==> src/rtl/core/ftl_pkg.sv <==
// shared constants, types and field layouts for the trilinear field-map lookup core
// no dependencies; used by ftl_lerp and the top level by scoped names
package ftl_pkg;

    // grid store
    localparam int MAX_POINTS = 32768;
    localparam int ADDR_W     = $clog2(MAX_POINTS);
    localparam int BASE_W     = 25;

    // fixed-point formats
    localparam int COORD_W   = 24;
    localparam int LOCAL_W   = COORD_W + 1;
    localparam int STEP_W    = 24;
    localparam int PROD_W    = COORD_W + STEP_W;
    localparam int PROD_FRAC = 24;
    localparam int FRAC_BITS = 16;
    localparam int VAL_W     = 32;
    localparam int DIM_W     = 8;
    localparam int STRIDE_W  = 2 * DIM_W;
    localparam int WORD_W    = 3 * VAL_W;
    localparam int IDX_W     = 15;

    // stream layouts
    localparam int S_TDATA_W = 184;
    localparam int M_TDATA_W = 96;
    localparam int CFG_IDX_W = 3;
    localparam int CFG_W     = 24;

    // pipeline depth, stage 1 takes the transfer and the last stage feeds the output
    localparam int NSTAGE = 12;

    typedef enum logic [CFG_IDX_W-1:0] {
        REG_ORIGIN_X   = 3'd0,
        REG_ORIGIN_Y   = 3'd1,
        REG_ORIGIN_Z   = 3'd2,
        REG_INV_STEP_X = 3'd3,
        REG_INV_STEP_Y = 3'd4,
        REG_INV_STEP_Z = 3'd5,
        REG_GRID_DIMS  = 3'd6
    } t_cfg_reg;

    typedef enum logic {
        OP_WRITE = 1'b0,
        OP_QUERY = 1'b1
    } t_op;

    localparam logic [CFG_W-1:0] INV_STEP_RST  = 24'd65536;
    localparam logic [CFG_W-1:0] GRID_DIMS_RST = 24'd131586;

    // write item carried down to the store stage
    typedef struct packed {
        logic [IDX_W-1:0] idx;
        logic [WORD_W-1:0] word;
    } t_wr;

endpackage

==> src/rtl/core/ftl_lerp.sv <==
// one linear blend step a + floor((b - a) * f / 2^FRAC_BITS), two register stages
// depends on ftl_pkg
module ftl_lerp (
    input  logic                                 i_clk,
    input  logic                                 i_en_mul,
    input  logic                                 i_en_add,
    input  logic signed [ftl_pkg::VAL_W-1:0]     i_a,
    input  logic signed [ftl_pkg::VAL_W-1:0]     i_b,
    input  logic [ftl_pkg::FRAC_BITS-1:0]        i_f,
    output logic signed [ftl_pkg::VAL_W-1:0]     o_r
);

    localparam int DIFF_W = ftl_pkg::VAL_W + 1;
    localparam int P_W    = DIFF_W + ftl_pkg::FRAC_BITS + 1;
    localparam int Q_W    = P_W - ftl_pkg::FRAC_BITS;

    logic signed [DIFF_W-1:0]           n_diff;
    logic signed [P_W-1:0]              r_p;
    logic signed [ftl_pkg::VAL_W-1:0]   r_a;
    logic signed [Q_W-1:0]              n_q;
    logic signed [Q_W-1:0]              n_sum;

    assign n_diff = DIFF_W'(i_b) - DIFF_W'(i_a);

    // difference times fraction
    always_ff @(posedge i_clk) begin
        if (i_en_mul) begin
            r_a <= i_a;
            r_p <= P_W'(n_diff) * P_W'($signed({1'b0, i_f}));
        end
    end

    // arithmetic shift floors both signs, result stays between a and b
    assign n_q   = Q_W'(r_p >>> ftl_pkg::FRAC_BITS);
    assign n_sum = Q_W'(r_a) + n_q;

    always_ff @(posedge i_clk) begin
        if (i_en_add) begin
            o_r <= n_sum[ftl_pkg::VAL_W-1:0];
        end
    end

endmodule

==> config.mk <==
export PLATFORM = sky130hd
export DESIGN_NAME = ftl_lerp
export DESIGN_NICKNAME = d
export VERILOG_FILES = /design/src/rtl/core/ftl_pkg.sv /design/src/rtl/core/ftl_lerp.sv
export SDC_FILE = /design/constraint.sdc
export NUM_CORES = 1
export LEC_CHECK = 0
export BUFFER_PORTS_ARGS = -buffer_cell sky130_fd_sc_hd__buf_2
export CORE_MARGIN = 2
export CORE_UTILIZATION = 45
export CTS_CLUSTER_SIZE = 30
export DETAILED_ROUTE_END_ITERATION = 8
export SLEW_MARGIN = 25
export SYNTH_ARGS = -nofsm -noshare
export SYNTH_HDL_FRONTEND = slang
export SYNTH_SLANG_ARGS = --single-unit
==> constraint.sdc <==
create_clock -name i_clk -period 18.7 [get_ports i_clk]
set_clock_uncertainty 0.15 [all_clocks]
set_input_delay 3.74 -clock i_clk [delete_from_list [all_inputs] [get_ports i_clk]]
set_output_delay 3.74 -clock i_clk [all_outputs]
set_load 0.02 [all_outputs]
== After elaboration in Yosys (flattened, before gate mapping) ==
Cells that the tools add are included.
Storage, ports and cells
  flip-flop bits (word level): 112
  latch bits: 0
  bits in writable memories: 0
  memory bits (read-only): 0
  bits of input ports: 83
  output and inout bits: 32
  word-level logic and storage cells: 6
  memories kept: 0
Operators by class
  $add $sub $neg: 2
  multiply operators: 1
  divide/modulo/power cells: 0
  order comparisons: 0
  eq/ne operators: 0
  shift-type cells: 0
  multiplexer cells: 0
  bitwise gates (word level): 0
  reductions and logical operators: 0
Operator list (count)
  $mul A33 B17 Y48: 1
  $sub A32 B32 Y33: 1
  $add A32 B32 Y32: 1

== Depth between registers and ports, before layout ==
Gate-level depths: netlist of run 1.
  depth after elaboration: 2
  depth in mapped cells: 36
  gate-level depth less buffers: 36

== Worst setup path before layout of run 1 ==
No wires, ideal clock.
  path type: in2reg
  start: in i_b[0] in the netlist's numbering
  end: reg r_p[47], data pin
  library setup time: 0.268 ns
  data arrival time: 11.322 ns
  required time: 18.282 ns
  path slack: 6.960 ns
  cell stages on the path: 34
  buffers on the path: 1
  path through: inv_1 -> ha_1 -> fa_1 -> nor2b_1 -> o21a_1 -> o21ai_2 -> a211oi_1 -> o21ai_0 -> o21ai_2 -> a21o_1 -> a21oi_1 -> xnor2_1 -> buf_2 -> nand2_1 -> fa_1 -> inv_1 -> fa_1 -> fa_1 -> fa_1 -> fa_1 -> inv_1 -> fa_1 -> inv_1 -> ha_1 -> a21o_1 -> a21o_1 -> a2111oi_0 -> a2bb2oi_1 -> o21ai_1 -> a41oi_2 -> o21ai_1 -> o21a_1 -> nor2_1 -> xnor3_1
Between the ends
  longest elaborated chain between the ends: 2
Ends and longest elaborated chain
  start, declared: line ftl_lerp.sv:8  | input logic signed [ftl_pkg::VAL_W-1:0] i_b,
  $sub A32 B32 Y33: line ftl_lerp.sv:23  | assign n_diff = DIFF_W'(i_b) - DIFF_W'(i_a);
  $mul A33 B17 Y48: line ftl_lerp.sv:29  | r_p <= P_W'(n_diff) * P_W'($signed({1'b0, i_f}));
  end signal, assigned: line ftl_lerp.sv:29
  end, declared: line ftl_lerp.sv:18  | logic signed [P_W-1:0] r_p;
Every way passes these cells.
A chain may end at the register's enable or synchronous reset.

== Worst setup path after layout of run 1 ==
  start: in i_a[0] in the netlist's numbering
  end: reg r_p[47], data pin
Between the ends
  longest elaborated chain between the ends: 2
Ends and longest elaborated chain
  start, declared: line ftl_lerp.sv:7  | input logic signed [ftl_pkg::VAL_W-1:0] i_a,
  $sub A32 B32 Y33: line ftl_lerp.sv:23
  $mul A33 B17 Y48: line ftl_lerp.sv:29
Every way passes these cells.

==> impl_metrics.tcl, run 1 <==
set metrics [dict create \
    status "finished, final reports clean" \
    dr.pass1.iters 5 \
    hold_violations 0 \
    multiInputGateArea_mm2 0.0183 \
    synthesis.nets 3264 \
    die_w_um 233 \
    synth_top_area_share_pct 41.6 \
    synth_area_leader_cell "fa_1" \
    cp.arrival_ns 13.18 \
    worstSetupEndpointType "flop" \
    rsz0062_at_grt "no" \
    yosysWarnings 0 \
    core_mm2 0.0516 \
    critical_path_class "in -> reg" \
    setup-violations-final 0 \
    startpoint_type "input port" \
    required_ns 18.67 \
    clock-sinks 96 \
    crit_slowest_cell "xor2_2" \
    top_layer_used "met4" \
    cts_buffers 9 \
    cts_resized 0 \
    drive_gt1_share_pct 7.61 \
    ctsHoldBuffers 0 \
    cts_max_level 3 \
    antenna_found_initial 0 \
    cts_root_buffer "clkbuf_16" \
    routed_wl_mm 61.5 \
    drt_iter0_drc 928 \
    io_buffers 114 \
    tns_ns 0 \
    routedWlPerCell_um 18.8 \
    regArea_mm2 0.00288 \
    drc 0 \
    clk_pin_slew_ns 0.07 \
    synth-edff-count 96 \
    post_synth_num_cell_types 66 \
    worstMarginPinSlew_ns 1.09 \
    grt_pass1_vias 19000 \
    wl_met1_mm 26.3 \
    min-delay-path-class "reg -> reg" \
    grt_pass1_wl_mm 100 \
    fp-row-count 83 \
    grt_overflow 0 \
    wl_met2_mm 30.3 \
    die-height_um 233 \
    place_congestion 0.868 \
    relSlewSlack_pct 27.1 \
    track_usage_pct 23.9 \
    min_period_ns 13.21 \
    grt_max_degree 65 \
    crit_top_cell "fa_1" \
    synth_top_flop_cell "edfxtp_1" \
    clkLatencyLatePin_ns 0.38 \
    wl_met3_mm 2.90 \
    synth-seq-cells 96 \
    avgSynthCellArea_um2 9.39 \
    fill_cells 4863 \
    ys_seq_area_share_pct 12.2 \
    cp_slowest_stage_delay_ns 0.82 \
    vias_per_cell 5.22 \
    synth_area_leaders "fa_1 (42%), edfxtp_1 (12%), inv_1 (9.7%)" \
    ys_async_sr_fraction_pct 0 \
    cts_tree "done" \
    floorplan.initialDensity_pct 45.8 \
    dp_hpwl_mm 47.9 \
    cap_violations 0 \
    finalMaxSlewViolations 0 \
    nNetsFinal 3334 \
    cp_max_fo 16 \
    postCtsSetupBuffers 0 \
    syn_inst 2515 \
    fin_crit_sh_pct 70.6 \
    vias 17100 \
    ios 115 \
    mappedNetlistArea_mm2 0.0236 \
    ant_nets 0 \
    dieArea_mm2 0.0543 \
    max_freq_mhz 75.7 \
    max-clock-path-buffers 2 \
    syn_to_final_growth_pct 7.61 \
]
synth_stat cells (6+ instances only):
| cell | n |
|---|---|
| nand2_1 | 304 |
| nand3_1 | 16 |
| xnor2_1 | 68 |
| and3_1 | 12 |
| nor2b_1 | 33 |
| a2111oi_0 | 6 |
| nand2b_1 | 25 |
| fa_1 | 491 |
| o21ai_0 | 45 |
| a31oi_1 | 7 |
| o211ai_1 | 7 |
| buf_2 | 6 |
| o21a_1 | 26 |
| nor2_1 | 50 |
| ha_1 | 175 |
| xor2_1 | 24 |
| inv_1 | 608 |
| and2_1 | 236 |
| edfxtp_1 | 96 |
| nor3_1 | 12 |
| a211oi_1 | 9 |
| a21oi_1 | 72 |
| a21o_1 | 40 |
| clkbuf_1 | 73 |
worst max-delay path: cells and delay by family:
kind,cells,cell delay [ns]
and+or+nand+nor,4,0.62
buffers and inverters,5,0.34
xor gates and xnor gates,2,1.03
AOI/OAI and AO/OA,14,3.66
adders and majority gates,9,3.80
metrics by stage:
step	area, um2	cells	util, %	worst slack, ns	hold WS, ns
floorplan	23600	2515	-	6.96	0.363
CTS	25400	3270	49.2	5.52	0.411
finish	25400	3271	49.3	5.49	0.408
global route	25400	3270	49.2	5.02	0.428
global placement	25100	3254	48.6	5.33	0.381
detailed placement	25100	3254	48.6	5.14	0.391
final cells by class:
| cell class | instances | share of cell area (%) |
|---|---|---|
| Antenna cell | 1 | 0.00984 |
| Clock buffer | 10 | 0.901 |
| Clock inverter | 6 | 0.354 |
| Inverter | 608 | 8.98 |
| Multi-Input combinational cell | 1727 | 72.0 |
| Sequential cell | 96 | 11.3 |
| Tap cell | 680 | 3.35 |
| Timing Repair Buffer | 143 | 3.10 |
worst paths after layout:
path                     start  cells past startpoint                 to  slack [ns]
max reg2reg  r_p[16]$_DFFE_PP_                     13  o_r[30]$_DFFE_PP_       14.98
min reg2reg   r_a[0]$_DFFE_PP_                      1   o_r[0]$_DFFE_PP_        0.41
min           r_a[0]$_DFFE_PP_                      1   o_r[0]$_DFFE_PP_        0.41
max                     i_a[0]                     34  r_p[47]$_DFFE_PP_        5.49
cell families (layout without fill, tap and decap cells):
group / Yosys count / count (layout) / synth area share, %
AO/OA/AOI/OAI: 258 / 258 / 7.30
XOR/XNOR: 94 / 94 / 3.58
adder cells (fa/ha/maj): 666 / 666 / 50.9
buffers and inverters: 692 / 767 / 11.1
flip-flops: 96 / 96 / 12.2
other: 0 / 1 / 0
AND/OR/NAND/NOR: 709 / 709 / 14.9
cells in the final DEF (no fill, tap or decap), drive strengths merged, types with 16 or more instances in the layout:
cell / Yosys / final
inv: 608 / 610
ha: 175 / 175
xnor2: 68 / 68
nand3: 16 / 16
fa: 491 / 491
nor2b: 34 / 34
and2: 236 / 236
a21o: 40 / 40
nor2: 50 / 50
edfxtp: 96 / 96
nand2b: 25 / 25
buf: 10 / 143
o21a: 26 / 26
o21ai: 54 / 54
xor2: 25 / 25
a21oi: 74 / 74
nand2: 304 / 304
routing by layer:
layer	track usage (%)	vias up
met5	0	-
met4	8.14	0
met3	2.59	121
met2	41.3	480
met1	31.4	8772
li1	-	7704
registers in the layout (all words and copies together), names as in the netlist:
name and count:
r_a 32, o_r 32, r_p 32
Power of run 1 is left out: the tool's default activity adds up to more than one toggle a clock period on the data nets, which glitch-free logic cannot reach.
==> inputs of run 2 (changes only) <==
- ABC_AREA: not set -> 1
- clock period: 18.7 -> 11 ns (I/O delays scaled with it)
==> impl_metrics.tcl, run 2 <==
set metrics [dict create \
    vias 21600 \
    mappedNetlistArea_mm2 0.0255 \
    cp_max_fo 15 \
    hold_start "r_p[16]$_DFFE_PP_" \
    dr.pass1.iters 6 \
    drt_iter0_drc 1745 \
    yosysWarnings 0 \
    status "finished, final reports clean" \
    cp.arrival_ns 10.29 \
    die_w_um 242 \
    clk_pin_slew_ns 0.08 \
    place_congestion 0.957 \
    core_mm2 0.0562 \
    setup-violations-final 0 \
    fin_crit_sh_pct 93.7 \
    cap_violations 0 \
    cts_buffers 9 \
    clkLatencyLatePin_ns 0.37 \
    cts_tree "done" \
    avgSynthCellArea_um2 8.01 \
    dp_hpwl_mm 76.1 \
    floorplan.initialDensity_pct 45.4 \
    critical_path_class "in -> reg" \
    cts_max_level 3 \
    min_to "o_r[0]$_DFFE_PP_" \
    dieArea_mm2 0.0586 \
    relSlewSlack_pct 28.2 \
    synth_top_flop_cell "edfxtp_1" \
    synth_area_leaders "fa_1 (39%), inv_1 (12%), edfxtp_1 (11%)" \
    ys_seq_area_share_pct 11.3 \
    min_period_ns 10.30 \
    crit_slowest_cell "fa_1" \
    antenna_found_initial 1 \
    synth_commonest_cells "inv_1 (786), nand2_1 (531), fa_1 (491)" \
    routed_wl_mm 89.3 \
    finalMaxSlewViolations 0 \
    worstMarginPinSlew_ns 1.07 \
    synth-edff-count 96 \
    required_ns 10.98 \
    worstRegToRegCells 8 \
    die-height_um 242 \
    synth_most_common_cell "inv_1" \
    grt_max_degree 65 \
    ys_async_sr_fraction_pct 0 \
    final_common_cell "inv_1" \
    rrSetupSlack_ns 7.81 \
    worstSetupEndpointType "flop" \
    ios 115 \
    synthesis.nets 3933 \
    cts_root_buffer "clkbuf_16" \
    min-delay-path-class "reg -> reg" \
    postCtsSetupBuffers 0 \
    drive_gt1_share_pct 8.57 \
    cts_resized 0 \
    syn_inst 3184 \
    ctsHoldBuffers 0 \
    io_buffers 114 \
    layout_common_cells "inv_1 (786), nand2_1 (531), fa_1 (491), nor2_1 (395), nand3_1 (186)" \
    fill_cells 5634 \
    r2r_start "r_p[36]$_DFFE_PP_" \
    routedWlPerCell_um 22.1 \
    ant_nets 0 \
    vias_per_cell 5.35 \
    synth_top_area_share_pct 38.5 \
    rsz0062_at_grt "no" \
    grt_overflow 0 \
    top_regs "o_r x32, r_a x32, r_p x32" \
    syn_to_final_growth_pct 7.33 \
    hold_violations 0 \
    synth-seq-cells 96 \
    clock-sinks 96 \
    max-clock-path-buffers 2 \
    synth_area_leader_cell "fa_1" \
    cp_slowest_stage_delay_ns 0.71 \
    grt_pass1_wl_mm 135 \
    tns_ns 0 \
    track_usage_pct 30.7 \
    startpoint_type "input port" \
    whs_path_depth 1 \
    crit_top_cell "nand2_1" \
    fp-row-count 87 \
    post_synth_num_cell_types 52 \
    drc 0 \
    timing.rr.end "o_r[25]$_DFFE_PP_" \
    max_freq_mhz 97.1 \
    nNetsFinal 4033 \
    grt_pass1_vias 22800 \
]
## run 2: per-stage QoR
stage / setup WS, ns / instances / hold slack [ns] / instance area, um2 / util [%]
global placement: 0.295 / 4029 / 0.391 / 27000 / 48.1
floorplan: 2.03 / 3184 / 0.363 / 25500 / -
CTS: 0.693 / 4045 / 0.421 / 27400 / 48.7
finish: 0.697 / 4046 / 0.410 / 27400 / 48.7
global route: 0.381 / 4045 / 0.428 / 27400 / 48.7
detailed placement: 0.318 / 4029 / 0.405 / 27000 / 48.1
## run 2: how the worst max path moves through the flow
| stage | cells past startpoint | endpoint | from |
|---|---|---|---|
| floorplan | 37 | r_p[43]$_DFFE_PP_ | i_b[0] |
| global placement | 33 | r_p[46]$_DFFE_PP_ | i_a[0] |
| detailed placement | 33 | r_p[46]$_DFFE_PP_ | i_a[0] |
| CTS | 33 | r_p[46]$_DFFE_PP_ | i_a[0] |
| global route | 30 | r_p[46]$_DFFE_PP_ | i_a[20] |
| finish | 35 | r_p[43]$_DFFE_PP_ | i_a[0] |
## run 2: layer usage
layer	global-route usage [%]	wire (um)
met5	0	0
met4	11.9	3860
met3	6.98	8390
met2	50.0	41000
met1	39.9	36100
## run 2: cells by family after synthesis
group,Yosys count,synth area share (%)
AND/OR/NAND/NOR,1245,20.7
AO/OA/AOI/OAI,229,5.19
adder cells (fa/ha/maj),666,47.1
buffers and inverters,879,13.2
flip-flops,96,11.3
XOR/XNOR,69,2.49
## run 2: area by class of cell
| class | count | area (um2) | share of cell area [%] |
|---|---|---|---|
| inverters | 807 | 3030 | 11.1 |
| repair buffers | 161 | 923 | 3.37 |
| multi-input cells | 2209 | 19300 | 70.4 |
| clock inverters | 7 | 97.6 | 0.357 |
| flip-flops and latches | 96 | 2880 | 10.5 |
| diodes | 1 | 2.50 | 0.00914 |
| well taps | 756 | 946 | 3.46 |
| clock buffers | 9 | 225 | 0.823 |
## run 2: critical path: cells and delay by family
family,cells,cell delay (ns)
adders and majority gates,9,4.50
and+or+nand+nor,18,2.78
buffers and inverters,8,0.77
Power of run 2 is left out for the same reason.
